==> src/rtl/gps_pkg.sv <==
// ----------------------------------------------------------------------------
// gps_pkg: shared types and constants of the polar Gaussian sampler
// Operation codes and handshake structs for the iterative divide/sqrt unit,
// fixed-point constants and field widths.
// ----------------------------------------------------------------------------
package gps_pkg;

    // field widths
    localparam int FIELD_W = 16;
    localparam int MUL_W = 33;
    localparam int PROD_W = 2 * MUL_W;

    // default number of fraction bits of the uniforms
    localparam int UNIFORM_FRAC_BITS_DEF = 15;

    // log2 fraction precision and 2*ln(2) in Q30
    localparam int LOG_FRAC_BITS = 24;
    localparam logic [30:0] TWO_LN2_Q30 = 31'd1488522236;

    // deviate saturation limit (Q4.12)
    localparam logic [15:0] DEV_MAX = 16'd32767;

    // iteration counts of the shared divide/sqrt unit
    localparam logic [5:0] DIV_STEPS = 6'd33;
    localparam logic [5:0] SQRT_STEPS = 6'd16;

    typedef enum logic
    {
        ITER_DIV  = 1'b0,
        ITER_SQRT = 1'b1
    } iter_op_t;

    typedef struct packed
    {
        logic     start;
        iter_op_t op;
    } iter_req_t;

    typedef struct packed
    {
        logic busy;
        logic done;
    } iter_stat_t;

endpackage

==> src/rtl/gps_mul.sv <==
// ----------------------------------------------------------------------------
// gps_mul: shared registered multiplier
// Unsigned 33x33 product, registered; the result is valid in the cycle after
// the operands are presented.
// ----------------------------------------------------------------------------
module gps_mul
(
    input  logic                           clk,
    input  logic [gps_pkg::MUL_W-1:0]      op_a,
    input  logic [gps_pkg::MUL_W-1:0]      op_b,
    output logic [gps_pkg::PROD_W-1:0]     prod
);

    logic [gps_pkg::PROD_W-1:0] prod_reg;
    logic [gps_pkg::PROD_W-1:0] prod_next;

    // product
    always_comb
    begin
        prod_next = {{gps_pkg::MUL_W{1'b0}}, op_a} * {{gps_pkg::MUL_W{1'b0}}, op_b};
    end

    always_ff @(posedge clk)
    begin
        prod_reg <= prod_next;
    end

    assign prod = prod_reg;

endmodule

==> src/rtl/gps_iter.sv <==
// ----------------------------------------------------------------------------
// gps_iter: shared iterative divide / square-root unit
// Restoring division (one quotient bit a cycle, 33 bits) or digit-by-digit
// integer square root (one root bit a cycle, 16 bits) on one subtractor.
// ----------------------------------------------------------------------------
module gps_iter
(
    input  logic                clk,
    input  logic                rst_n,
    input  gps_pkg::iter_req_t  req,
    input  logic [31:0]         num,
    input  logic [31:0]         den,
    output gps_pkg::iter_stat_t stat,
    output logic [32:0]         result
);

    logic              busy_reg;
    logic              busy_next;
    logic              done_reg;
    logic              done_next;
    logic [5:0]        cnt_reg;
    logic [5:0]        cnt_next;
    gps_pkg::iter_op_t op_reg;
    gps_pkg::iter_op_t op_next;
    logic [31:0]       rem_reg;
    logic [31:0]       rem_next;
    logic [31:0]       sh_reg;
    logic [31:0]       sh_next;
    logic [32:0]       quot_reg;
    logic [32:0]       quot_next;
    logic [31:0]       den_reg;
    logic [31:0]       den_next;
    logic [33:0]       rem_sh;
    logic [33:0]       trial;
    logic [33:0]       diff;
    logic              ge;

    // one step of the shared subtractor
    always_comb
    begin
        if (op_reg == gps_pkg::ITER_DIV)
        begin
            rem_sh = {1'b0, rem_reg, sh_reg[31]};
            trial  = {2'b00, den_reg};
        end
        else
        begin
            rem_sh = {rem_reg, sh_reg[31:30]};
            trial  = {quot_reg[31:0], 2'b01};
        end
        ge   = (rem_sh >= trial);
        diff = rem_sh - trial;
    end

    // sequencing
    always_comb
    begin
        busy_next = busy_reg;
        done_next = 1'b0;
        cnt_next  = cnt_reg;
        op_next   = op_reg;
        rem_next  = rem_reg;
        sh_next   = sh_reg;
        quot_next = quot_reg;
        den_next  = den_reg;
        if (req.start)
        begin
            busy_next = 1'b1;
            op_next   = req.op;
            den_next  = den;
            quot_next = '0;
            if (req.op == gps_pkg::ITER_DIV)
            begin
                rem_next = {1'b0, num[31:1]};
                sh_next  = {num[0], 31'b0};
                cnt_next = gps_pkg::DIV_STEPS;
            end
            else
            begin
                rem_next = '0;
                sh_next  = num;
                cnt_next = gps_pkg::SQRT_STEPS;
            end
        end
        else if (busy_reg)
        begin
            rem_next  = ge ? diff[31:0] : rem_sh[31:0];
            quot_next = {quot_reg[31:0], ge};
            sh_next   = (op_reg == gps_pkg::ITER_DIV) ? {sh_reg[30:0], 1'b0}
                                                      : {sh_reg[29:0], 2'b00};
            cnt_next  = cnt_reg - 6'd1;
            if (cnt_reg == 6'd1)
            begin
                busy_next = 1'b0;
                done_next = 1'b1;
            end
        end
    end

    always_ff @(posedge clk or negedge rst_n)
    begin
        if (!rst_n)
        begin
            busy_reg <= 1'b0;
            done_reg <= 1'b0;
            cnt_reg  <= '0;
            op_reg   <= gps_pkg::ITER_DIV;
        end
        else
        begin
            busy_reg <= busy_next;
            done_reg <= done_next;
            cnt_reg  <= cnt_next;
            op_reg   <= op_next;
        end
    end

    always_ff @(posedge clk)
    begin
        rem_reg  <= rem_next;
        sh_reg   <= sh_next;
        quot_reg <= quot_next;
        den_reg  <= den_next;
    end

    assign stat.busy = busy_reg;
    assign stat.done = done_reg;
    assign result    = quot_reg;

endmodule

==> src/rtl/gaussian_polar_sampler.sv <==
// ----------------------------------------------------------------------------
// gaussian_polar_sampler: Marsaglia polar Gaussian sampler, fixed point
// Sequencer around a shared multiplier and a shared divide/sqrt unit.
// ----------------------------------------------------------------------------
// Usage:
//   Input channel (in_valid / in_stall) carries uniform_a, uniform_b, mean_value
//   and spread. in_stall is high while an item is being worked on; one item is
//   processed at a time.
//   Output channel (out_valid / out_stall) carries sample. A rejected pair
//   (s zero or above one) gives no item; in_stall stays high through ST_SQA,
//   ST_SQB, ST_SUM and ST_NORM, and the next item is taken back in ST_IDLE.
//   An item served from the stored spare deviate goes from ST_IDLE through
//   ST_SCALE to ST_FIN, where its sample is loaded. A fresh pair goes through
//   the squares, sum and range check, 24 log2 squarings on the shared
//   multiplier and w, then per deviate the division, the q product and the
//   square root, and last the scaling and the load. The next item is taken
//   once the sequencer is back in ST_IDLE. Every second item uses the spare.
//   The result sits in an output register; the next input item is taken
//   while it waits. When the receiver stalls, a finished result is held
//   back until the output register frees up, and the input stays stalled.
//   Reset clears the spare deviate and all control state; no item is
//   pending afterwards.
// ----------------------------------------------------------------------------
module gaussian_polar_sampler
#(
    parameter int UNIFORM_FRAC_BITS = gps_pkg::UNIFORM_FRAC_BITS_DEF
)
(
    input  logic        clk,
    input  logic        rst_n,
    input  logic        in_valid,
    output logic        in_stall,
    input  logic [15:0] uniform_a,
    input  logic [15:0] uniform_b,
    input  logic [15:0] mean_value,
    input  logic [15:0] spread,
    output logic        out_valid,
    input  logic        out_stall,
    output logic [15:0] sample
);

    localparam logic [63:0] S_ONE = 64'd1 << (2 * UNIFORM_FRAC_BITS);
    localparam logic [5:0]  TWO_F = 6'(2 * UNIFORM_FRAC_BITS);

    typedef enum logic [16:0]
    {
        ST_IDLE  = 17'b00000000000000001,
        ST_SQA   = 17'b00000000000000010,
        ST_SQB   = 17'b00000000000000100,
        ST_SUM   = 17'b00000000000001000,
        ST_NORM  = 17'b00000000000010000,
        ST_LOGM  = 17'b00000000000100000,
        ST_LOGC  = 17'b00000000001000000,
        ST_WMUL  = 17'b00000000010000000,
        ST_WGET  = 17'b00000000100000000,
        ST_DIVS  = 17'b00000001000000000,
        ST_DIVW  = 17'b00000010000000000,
        ST_QMUL  = 17'b00000100000000000,
        ST_QGET  = 17'b00001000000000000,
        ST_SQRTS = 17'b00010000000000000,
        ST_SQRTW = 17'b00100000000000000,
        ST_SCALE = 17'b01000000000000000,
        ST_FIN   = 17'b10000000000000000
    } state_t;

    state_t      state_reg, state_next;

    // latched item
    logic [15:0] ua_reg, ua_next;
    logic [15:0] ub_reg, ub_next;
    logic [15:0] mean_reg, mean_next;
    logic [15:0] spread_reg, spread_next;

    // working registers
    logic [30:0] asq_reg, asq_next;
    logic [30:0] bsq_reg, bsq_next;
    logic [31:0] s_reg, s_next;
    logic [4:0]  p_reg, p_next;
    logic [30:0] m_reg, m_next;
    logic [23:0] frac_reg, frac_next;
    logic [4:0]  lcnt_reg, lcnt_next;
    logic [30:0] w_reg, w_next;
    logic [32:0] r_reg, r_next;
    logic        sel_reg, sel_next;
    logic [15:0] dev_a_reg, dev_a_next;
    logic [15:0] dev_b_reg, dev_b_next;
    logic [15:0] dev_src_reg, dev_src_next;
    logic        use_spare_reg, use_spare_next;

    // architectural state and output register
    logic [15:0] spare_dev_reg, spare_dev_next;
    logic        spare_valid_reg, spare_valid_next;
    logic        out_valid_reg, out_valid_next;
    logic [15:0] sample_reg, sample_next;

    // shared units
    logic [gps_pkg::MUL_W-1:0]  mul_a;
    logic [gps_pkg::MUL_W-1:0]  mul_b;
    logic [gps_pkg::PROD_W-1:0] mul_prod;
    gps_pkg::iter_req_t         iter_req;
    gps_pkg::iter_stat_t        iter_stat;
    logic [31:0]                iter_num;
    logic [32:0]                iter_res;

    // helpers
    logic        in_accept;
    logic        out_load;
    logic [15:0] mag_a;
    logic [15:0] mag_b;
    logic [15:0] mag_dev;
    logic [4:0]  msb_pos;
    logic [31:0] s_norm;
    logic [29:0] lg;
    logic [31:0] log_t;
    logic [15:0] root_sat;
    logic [15:0] dev_new;
    logic [32:0] scaled;
    logic [21:0] y;
    logic        x_neg;

    // magnitudes of the signed inputs
    assign mag_a   = ua_reg[15] ? 16'(-ua_reg) : ua_reg;
    assign mag_b   = ub_reg[15] ? 16'(-ub_reg) : ub_reg;
    assign mag_dev = dev_src_reg[15] ? 16'(-dev_src_reg) : dev_src_reg;

    // leading-one position of s
    always_comb
    begin
        msb_pos = '0;
        for (int i = 0; i < 32; i++)
        begin
            if (s_reg[i])
            begin
                msb_pos = 5'(i);
            end
        end
    end

    assign s_norm = s_reg << (5'd31 - msb_pos);

    // -log2(s) in Q24
    assign lg    = {TWO_F - {1'b0, p_reg}, 24'b0} - {6'b0, frac_reg};
    assign log_t = mul_prod[61:30];

    // saturated deviate with the sign of the selected uniform
    assign x_neg    = sel_reg ? ub_reg[15] : ua_reg[15];
    assign root_sat = (iter_res[15:0] > gps_pkg::DEV_MAX) ? gps_pkg::DEV_MAX
                                                         : iter_res[15:0];
    assign dev_new  = x_neg ? 16'(-root_sat) : root_sat;

    // signed scale, floor shift and offset; saturation follows in ST_FIN
    assign scaled = dev_src_reg[15] ? 33'(-mul_prod[32:0]) : mul_prod[32:0];
    assign y      = {scaled[32], scaled[32:12]} + {{6{mean_reg[15]}}, mean_reg};

    // shared multiplier operand select; in ST_QGET and ST_FIN the operands stay up while the product is read
    always_comb
    begin
        mul_a = '0;
        mul_b = '0;
        unique case (1'b1)
            state_reg[5'd1]:
            begin
                mul_a = {17'b0, mag_a};
                mul_b = {17'b0, mag_a};
            end
            state_reg[5'd2]:
            begin
                mul_a = {17'b0, mag_b};
                mul_b = {17'b0, mag_b};
            end
            state_reg[5'd5]:
            begin
                mul_a = {2'b0, m_reg};
                mul_b = {2'b0, m_reg};
            end
            state_reg[5'd7]:
            begin
                mul_a = {3'b0, lg};
                mul_b = {2'b0, gps_pkg::TWO_LN2_Q30};
            end
            state_reg[5'd11], state_reg[5'd12]:
            begin
                mul_a = {2'b0, w_reg};
                mul_b = r_reg;
            end
            state_reg[5'd15], state_reg[5'd16]:
            begin
                mul_a = {17'b0, mag_dev};
                mul_b = {17'b0, spread_reg};
            end
            default:
            begin
                mul_a = '0;
                mul_b = '0;
            end
        endcase
    end

    gps_mul u_mul
    (
        .clk  (clk),
        .op_a (mul_a),
        .op_b (mul_b),
        .prod (mul_prod)
    );

    // divide/sqrt requests
    assign iter_req.start = (state_reg == ST_DIVS) || (state_reg == ST_SQRTS);
    assign iter_req.op    = (state_reg == ST_SQRTS) ? gps_pkg::ITER_SQRT : gps_pkg::ITER_DIV;
    assign iter_num       = (state_reg == ST_SQRTS) ? mul_prod[63:32]
                          : (sel_reg ? {1'b0, bsq_reg} : {1'b0, asq_reg});

    gps_iter u_iter
    (
        .clk    (clk),
        .rst_n  (rst_n),
        .req    (iter_req),
        .num    (iter_num),
        .den    (s_reg),
        .stat   (iter_stat),
        .result (iter_res)
    );

    assign in_accept = in_valid && !in_stall;
    assign out_load  = (state_reg == ST_FIN) && (!out_valid_reg || !out_stall);

    // sequencer
    always_comb
    begin
        state_next       = state_reg;
        ua_next          = ua_reg;
        ub_next          = ub_reg;
        mean_next        = mean_reg;
        spread_next      = spread_reg;
        asq_next         = asq_reg;
        bsq_next         = bsq_reg;
        s_next           = s_reg;
        p_next           = p_reg;
        m_next           = m_reg;
        frac_next        = frac_reg;
        lcnt_next        = lcnt_reg;
        w_next           = w_reg;
        r_next           = r_reg;
        sel_next         = sel_reg;
        dev_a_next       = dev_a_reg;
        dev_b_next       = dev_b_reg;
        dev_src_next     = dev_src_reg;
        use_spare_next   = use_spare_reg;
        spare_dev_next   = spare_dev_reg;
        spare_valid_next = spare_valid_reg;
        out_valid_next   = out_valid_reg && out_stall;
        sample_next      = sample_reg;

        unique case (state_reg)
            ST_IDLE:
            begin
                if (in_accept)
                begin
                    ua_next        = uniform_a;
                    ub_next        = uniform_b;
                    mean_next      = mean_value;
                    spread_next    = spread;
                    use_spare_next = spare_valid_reg;
                    dev_src_next   = spare_dev_reg;
                    state_next     = spare_valid_reg ? ST_SCALE : ST_SQA;
                end
            end
            ST_SQA:
            begin
                state_next = ST_SQB;
            end
            ST_SQB:
            begin
                asq_next   = mul_prod[30:0];
                state_next = ST_SUM;
            end
            ST_SUM:
            begin
                bsq_next   = mul_prod[30:0];
                s_next     = {1'b0, asq_reg} + {1'b0, mul_prod[30:0]};
                state_next = ST_NORM;
            end
            ST_NORM:
            begin
                if ((s_reg == 32'd0) || ({32'b0, s_reg} > S_ONE))
                begin
                    state_next = ST_IDLE;
                end
                else
                begin
                    p_next     = msb_pos;
                    m_next     = s_norm[31:1];
                    frac_next  = '0;
                    lcnt_next  = '0;
                    state_next = ST_LOGM;
                end
            end
            ST_LOGM:
            begin
                state_next = ST_LOGC;
            end
            ST_LOGC:
            begin
                m_next = log_t[31] ? log_t[31:1] : log_t[30:0];
                if (log_t[31])
                begin
                    frac_next = frac_reg | (24'd1 << (5'd23 - lcnt_reg));
                end
                lcnt_next  = lcnt_reg + 5'd1;
                state_next = (lcnt_reg == 5'(gps_pkg::LOG_FRAC_BITS - 1)) ? ST_WMUL
                                                                          : ST_LOGM;
            end
            ST_WMUL:
            begin
                state_next = ST_WGET;
            end
            ST_WGET:
            begin
                w_next     = mul_prod[60:30];
                sel_next   = 1'b0;
                state_next = ST_DIVS;
            end
            ST_DIVS:
            begin
                state_next = ST_DIVW;
            end
            ST_DIVW:
            begin
                if (iter_stat.done)
                begin
                    r_next     = iter_res;
                    state_next = ST_QMUL;
                end
            end
            ST_QMUL:
            begin
                state_next = ST_QGET;
            end
            ST_QGET:
            begin
                state_next = ST_SQRTS;
            end
            ST_SQRTS:
            begin
                state_next = ST_SQRTW;
            end
            ST_SQRTW:
            begin
                if (iter_stat.done)
                begin
                    if (!sel_reg)
                    begin
                        dev_a_next = dev_new;
                        sel_next   = 1'b1;
                        state_next = ST_DIVS;
                    end
                    else
                    begin
                        dev_b_next   = dev_new;
                        dev_src_next = dev_a_reg;
                        state_next   = ST_SCALE;
                    end
                end
            end
            ST_SCALE:
            begin
                state_next = ST_FIN;
            end
            ST_FIN:
            begin
                if (out_load)
                begin
                    out_valid_next = 1'b1;
                    if ($signed(y) > 22'sd32767)
                    begin
                        sample_next = 16'h7FFF;
                    end
                    else if ($signed(y) < -22'sd32768)
                    begin
                        sample_next = 16'h8000;
                    end
                    else
                    begin
                        sample_next = y[15:0];
                    end
                    if (use_spare_reg)
                    begin
                        spare_valid_next = 1'b0;
                    end
                    else
                    begin
                        spare_dev_next   = dev_b_reg;
                        spare_valid_next = 1'b1;
                    end
                    state_next = ST_IDLE;
                end
            end
            default:
            begin
                state_next = ST_IDLE;
            end
        endcase
    end

    // control registers
    always_ff @(posedge clk or negedge rst_n)
    begin
        if (!rst_n)
        begin
            state_reg       <= ST_IDLE;
            spare_dev_reg   <= '0;
            spare_valid_reg <= 1'b0;
            out_valid_reg   <= 1'b0;
        end
        else
        begin
            state_reg       <= state_next;
            spare_dev_reg   <= spare_dev_next;
            spare_valid_reg <= spare_valid_next;
            out_valid_reg   <= out_valid_next;
        end
    end

    // payload registers; the product of ST_SCALE is held until ST_FIN loads
    always_ff @(posedge clk)
    begin
        ua_reg        <= ua_next;
        ub_reg        <= ub_next;
        mean_reg      <= mean_next;
        spread_reg    <= spread_next;
        asq_reg       <= asq_next;
        bsq_reg       <= bsq_next;
        s_reg         <= s_next;
        p_reg         <= p_next;
        m_reg         <= m_next;
        frac_reg      <= frac_next;
        lcnt_reg      <= lcnt_next;
        w_reg         <= w_next;
        r_reg         <= r_next;
        sel_reg       <= sel_next;
        dev_a_reg     <= dev_a_next;
        dev_b_reg     <= dev_b_next;
        dev_src_reg   <= dev_src_next;
        use_spare_reg <= use_spare_next;
        sample_reg    <= sample_next;
    end

    assign in_stall  = (state_reg != ST_IDLE);
    assign out_valid = out_valid_reg;
    assign sample    = sample_reg;

    // ------------------------------------------------------------------------
    // assertions
    // ------------------------------------------------------------------------
    a_norm_m : assert property (@(posedge clk) disable iff (!rst_n)
        (state_reg == ST_LOGM) |-> m_reg[30])
        else $error("log mantissa not normalized");

    a_iter_start : assert property (@(posedge clk) disable iff (!rst_n)
        iter_req.start |-> !iter_stat.busy)
        else $error("divide/sqrt unit started while busy");

    a_out_load : assert property (@(posedge clk) disable iff (!rst_n)
        (state_reg == ST_FIN) && out_valid_reg && out_stall |=> $stable(sample_reg))
        else $error("stalled sample overwritten");

    a_spare_use : assert property (@(posedge clk) disable iff (!rst_n)
        in_accept && spare_valid_reg |=> (state_reg == ST_SCALE))
        else $error("spare deviate not used");

endmodule
==> config.mk <==
export PLATFORM = sky130hd
export DESIGN_NAME = gaussian_polar_sampler
export DESIGN_NICKNAME = d
export VERILOG_FILES = /design/src/rtl/gps_pkg.sv /design/src/rtl/gps_mul.sv /design/src/rtl/gps_iter.sv /design/src/rtl/gaussian_polar_sampler.sv
export SDC_FILE = /design/constraint.sdc
export NUM_CORES = 2
export LEC_CHECK = 0
export BUFFER_PORTS_ARGS = -buffer_cell sky130_fd_sc_hd__buf_2
export CAP_MARGIN = 20
export CORE_MARGIN = 3
export CORE_UTILIZATION = 55
export DETAILED_ROUTE_END_ITERATION = 6
export PLACE_DENSITY = 0.82
export SLEW_MARGIN = 10
export SYNTH_ARGS = -nofsm -noshare
export SYNTH_HDL_FRONTEND = slang
export SYNTH_HIERARCHICAL = 1
export SYNTH_SLANG_ARGS = --single-unit
==> constraint.sdc <==
create_clock -name clk -period 16.9 [get_ports clk]
set_clock_uncertainty 0.15 [all_clocks]
set_input_delay 3.38 -clock clk [delete_from_list [all_inputs] [get_ports clk]]
set_output_delay 3.38 -clock clk [all_outputs]
set_load 0.02 [all_outputs]
### After elaboration in Yosys (flattened, before gate mapping)

Cells that the tools add are included.
Widths: inputs -> output; s select.

| cells by class | value |
|---|---|
| shift operators | 2 |
| muxes and demuxes | 89 |
| equal/unequal tests | 27 |
| multiply operators | 1 |
| reductions and logical operators | 28 |
| $lt $le $gt $ge | 5 |
| bitwise operators | 4 |
| add/sub/neg operators | 14 |

Operator list:

| operator | number |
|---|---|
| $pmux 17 s17 | 1 |
| $mux 32 | 8 |
| $pmux 33 s6 | 1 |
| $pmux 31 s6 | 1 |
| $mux 16 | 11 |
| $mux 31 | 4 |
| $mux 5 | 17 |
| $mux 17 | 4 |
| $mux 34 | 2 |
| $mul 31x33->64 | 1 |
| $neg 16->16 | 4 |
| $pmux 31 s2 | 1 |
| $mux 24 | 2 |
| $pmux 24 s2 | 1 |
| $ge 34x34->1 | 1 |
| $mux 33 | 1 |
| $neg 33->33 | 1 |
| $add 31x31->32 | 1 |
| $gt 32x31->1 const B | 1 |
| $logic_not 32->1 | 1 |
| $mux 4 | 8 |
| $pmux 16 s2 | 1 |
| $shl 32x5->32 | 1 |
| $sub 32x32->32 | 1 |
| other kinds (49) | 95 |

| word-level totals | value |
|---|---|
| bits of input ports | 68 |
| logic and storage cells | 202 |
| bits in registers | 590 |

### Depth between registers and ports, before layout

| logic depth | value |
|---|---|
| word-level depth | 35 |
| depth in mapped cells | 39 |

### Modules after synthesis

Netlist, hierarchy kept.

Modules (own cells, without submodules):

| module | times used | cells each | area each (µm²) |
|---|---|---|---|
| gps_mul | 1 | 4061 | 36821.6 |
| gaussian_polar_sampler | 1 | 2013 | 21994.8 |
| gps_iter | 1 | 782 | 8235.4 |

### Worst setup path after synthesis

No wires, ideal clock.

| timing path | value |
|---|---|
| path type | reg2reg |
| start point | reg frac_reg[6] |
| end point | reg, netlist name u_mul/prod[65] |
| cell stages (with the launch flop) | 36 |
| arrival time | 9583 ps |
| setup time | 136 ps |
| period minus slack after synthesis | 9869 ps |
| required time | 16614 ps |
| slack | 7031 ps |
| cell sequence | edfxtp_1 > or4_1 > nor4_1 > nand3b_1 > nor4_1 > nand2_1 > or3_1 > nor2_1 > nor4_1 > xnor2_1 > o21ai_0 > clkbuf_1 > nand2_1 > fa_1 > inv_1 > fa_1 > fa_1 > inv_1 > fa_1 > inv_1 > fa_1 > fa_1 > fa_1 > inv_1 > fa_1 > inv_1 > ha_1 > and2_4 > and3_1 > a221oi_2 > a211oi_1 > or3_1 > a31o_2 > a31o_4 > a311oi_1 > a211oi_2 |

RTL lines:

| item | line | text |
|---|---|---|
| start: declaration | gaussian_polar_sampler.sv:80 | `logic [23:0] frac_reg, frac_next;` |
| start signal: assignment | gaussian_polar_sampler.sv:436 | `frac_reg <= frac_next;` |

### Final worst setup path

| timing path | value |
|---|---|
| start point | reg ub_reg[4] |
| end point | reg u_mul.prod_reg (netlist bit u_mul/prod[59]) |

| on the way | value |
|---|---|
| cells in the longest elaborated chain, start to end | 4 |
| elaborated cells on any way between the ends | 5 |

RTL lines:

| item | line | text |
|---|---|---|
| start: declaration | gaussian_polar_sampler.sv:70 | `logic [15:0] ub_reg, ub_next;` |
| start signal: assignment | gaussian_polar_sampler.sv:428 | `ub_reg <= ub_next;` |
| $neg 16->16 | gaussian_polar_sampler.sv:123 | `assign mag_b = ub_reg[15] ? 16'(-ub_reg) : ub_reg;` |
| $mux 16 | gaussian_polar_sampler.sv:123 |  |
| $pmux 31 s6 | gaussian_polar_sampler.sv:160 | `unique case (1'b1)` |
| via mul_a (one bit) | gaussian_polar_sampler.sv:97 | `logic [gps_pkg::MUL_W-1:0] mul_a;` |
| $mul 31x33->64 | gps_mul.sv:20 | `prod_next = {{gps_pkg::MUL_W{1'b0}}, op_a} * {{gps_pkg::MUL_W{1'b0}}, op_b};` |
| via u_mul.prod_next (one bit) | gps_mul.sv:15 | `logic [gps_pkg::PROD_W-1:0] prod_next;` |
| end signal: assignment | gps_mul.sv:25 | `prod_reg <= prod_next;` |
| end: declaration | gps_mul.sv:14 | `logic [gps_pkg::PROD_W-1:0] prod_reg;` |

The timed path passes the listed nets, and every way through them passes these cells.
A chain may end at the register's enable or synchronous reset.

==> results.json <==
{
  "status": "finished, violations left",
  "violations": "design-rule violations",
  "drt_pre_antenna_iters": 7,
  "numClockSinks": 590,
  "internal-power_mw": 3.62,
  "syn-cell-area_um2": 66700,
  "preCtsSetupSlack_ns": 5.86,
  "dieHeight_um": 354,
  "antenna_found_initial": 13,
  "final.setup.tns_ns": 0,
  "worstMarginPinSlew_ns": 1.19,
  "p_leak_nw": 31.7,
  "fin_nets": 8095,
  "grt_overflow_total": 0,
  "hold_buffers": 0,
  "crit_fanout": 33,
  "synth.avg_cell_area_um2": 9.79,
  "cap_viol_max_count": 0,
  "hold_wc_path_type": "reg -> reg",
  "detail-route-antenna-nets": 0,
  "crit_path_top_delay_cell": "nand2_2",
  "initial_utilization_pct": 55.5,
  "maxClockFrequency_ghz": 0.0900,
  "ctsResizeCount": 0,
  "n_fill_cell": 9871,
  "core-area_um2": 120000,
  "crit_path_max_incr_delay_ns": 0.82,
  "clockPowerShare_pct": 23.7,
  "io_pins": 86,
  "grt_first_pass_wirelength_um": 322000,
  "fin_util_pct": 59.0,
  "cts_tree": "built",
  "finalMaxSlewViolations": 0,
  "grt_max_degree": 95,
  "dp.final_hpwl_um": 154000,
  "timing_hold_violations_final": 0,
  "power.density_cell_area_nw_per_um2": 92.5,
  "ctsRootBufferMaster": "clkbuf_16",
  "finalSetupViolations": 0,
  "clock_path_buffers": 3,
  "finalWorstPathRequiredPeriod_ns": 11.11,
  "timing.final.ws_setup_ns": 5.79,
  "ir_worst_vdd_v": 0.000136,
  "vias": 52000,
  "tritoncts.num_buffers": 66,
  "layout_area_growth_over_synthesis_pct": 6.32,
  "via_per_inst": 6.20,
  "synthesis.yosys.warnings": 6,
  "rsz_0062_raised_after_global_routing": "no",
  "syn_inst": 6817,
  "power.share.switching_pct": 44.7,
  "total_switching_power_mw": 2.93,
  "detail_route.wirelength_um": 210000,
  "number_of_flip_flops_in_the_largest_register": 64,
  "seqPwrFrac_pct": 29.7,
  "gr-usage-all-layers_pct": 33.6,
  "critPathCaptureType": "flop",
  "report.power.total_mw": 6.56,
  "cp_data_arrival_time_ns": 11.46,
  "cp.required_ns": 17.25,
  "die_ar_um2": 126000,
  "gp_routability_congestion": 1.01,
  "crit_family": "adder cells",
  "io_buffer_count": 85,
  "critical_path.most_common_cell": "fa_1",
  "clkTransAtPathRegs_ns": 0.06,
  "first_iter_violations": 6044,
  "min_period_over_period_pct": 65.8,
  "p_comb_share_pct": 46.6,
  "drc": 21,
  "fp.dieW_um": 354,
  "post-cts-setup-buffer-count": 0,
  "setup.worst_path.start_class": "flop",
  "cp_class": "reg -> reg",
  "worst-path-buf-inv": 6,
  "routedWlPerCell_um": 25.1,
  "num_rows": 127,
  "insertion_delay_ns": 0.65,
  "htree_levels": 3,
  "proportion_of_layout_cells_with_a_drive_suffix_above_1_pct": 6.75,
  "via_count_of_the_first_global_routing_pass": 54400,
  "worst_slew_margin_rel_pct": 20.3
}
-- cell usage in the layout, fill, tap and decap left out, types with 41 or more instances in the layout --
cell type     n
nand2_1     794
and2_1      593
xnor2_1     155
dfrtp_1      41
nand3_1      67
a21o_1       58
edfxtp_1    449
ha_1        361
mux2i_1     199
o21ai_0     218
fa_1        960
inv_1      1123
a21oi_1     215
dfxtp_1      96
nor3_1       65
mux2_2       70
clkbuf_16    70
nor2_1      220
buf_4        81
buf_2        85
xor2_1       69
-- stage by stage --
| stage | hold WS (ns) | cells | cell area, um^2 |
|---|---|---|---|
| after floorplan | 0.258 | 6828 | 66700 |
| after global placement | 0.264 | 8246 | 68500 |
| after detailed placement | 0.284 | 8246 | 68500 |
| after CTS | 0.296 | 8368 | 70800 |
| after global routing | 0.304 | 8373 | 70900 |
| final | 0.294 | 8389 | 70900 |
-- per-layer routing --
metal | global-route usage [%] | up-vias | share of wire, %
met5 | 0 | - | 0.0062
met4 | 18.4 | 2 | 6.4
met3 | 9.68 | 819 | 12
met2 | 51.7 | 3445 | 45
met1 | 43.1 | 25900 | 37
li1 | - | 21800 | -
-- path summary, 6_finish.rpt --
path	from	to	slack, ns	cells past startpoint
min in group asynchronous	rst_n	spare_valid_reg	2.70	2
worst max register to register	ub_reg[4]	u_mul/prod[59]	5.79	32
worst max-delay path	ub_reg[4]	u_mul/prod[59]	5.79	32
max in group asynchronous	rst_n	u_iter/op_reg	13.36	2
worst min register to register	u_iter/result[32]	r_reg[32]	0.29	0
worst min-delay path	u_iter/result[32]	r_reg[32]	0.29	0
-- layout make-up --
| type | instances | area [um^2] | area share, % |
|---|---|---|---|
| antenna | 17 | 42.5 | 0.0600 |
| tap | 1612 | 2020 | 2.84 |
| multi-input combinational | 4746 | 44700 | 63.0 |
| timing repair buffer | 170 | 1090 | 1.54 |
| sequential | 590 | 16500 | 23.3 |
| clock buffer | 88 | 1900 | 2.68 |
| inverter | 1132 | 4250 | 5.99 |
| clock inverter | 34 | 412 | 0.580 |
-- power groups by stage --
stage	sequential (mW)	combinational [mW]	clock, mW
global route	1.95	3.31	1.61
CTS	1.94	2.94	1.56
detailed placement	1.96	2.91	0
finish	1.95	3.06	1.55
floorplan	1.86	1.94	0
global placement	1.96	2.82	0
Note: power is estimated with default switching activity, not from simulation.
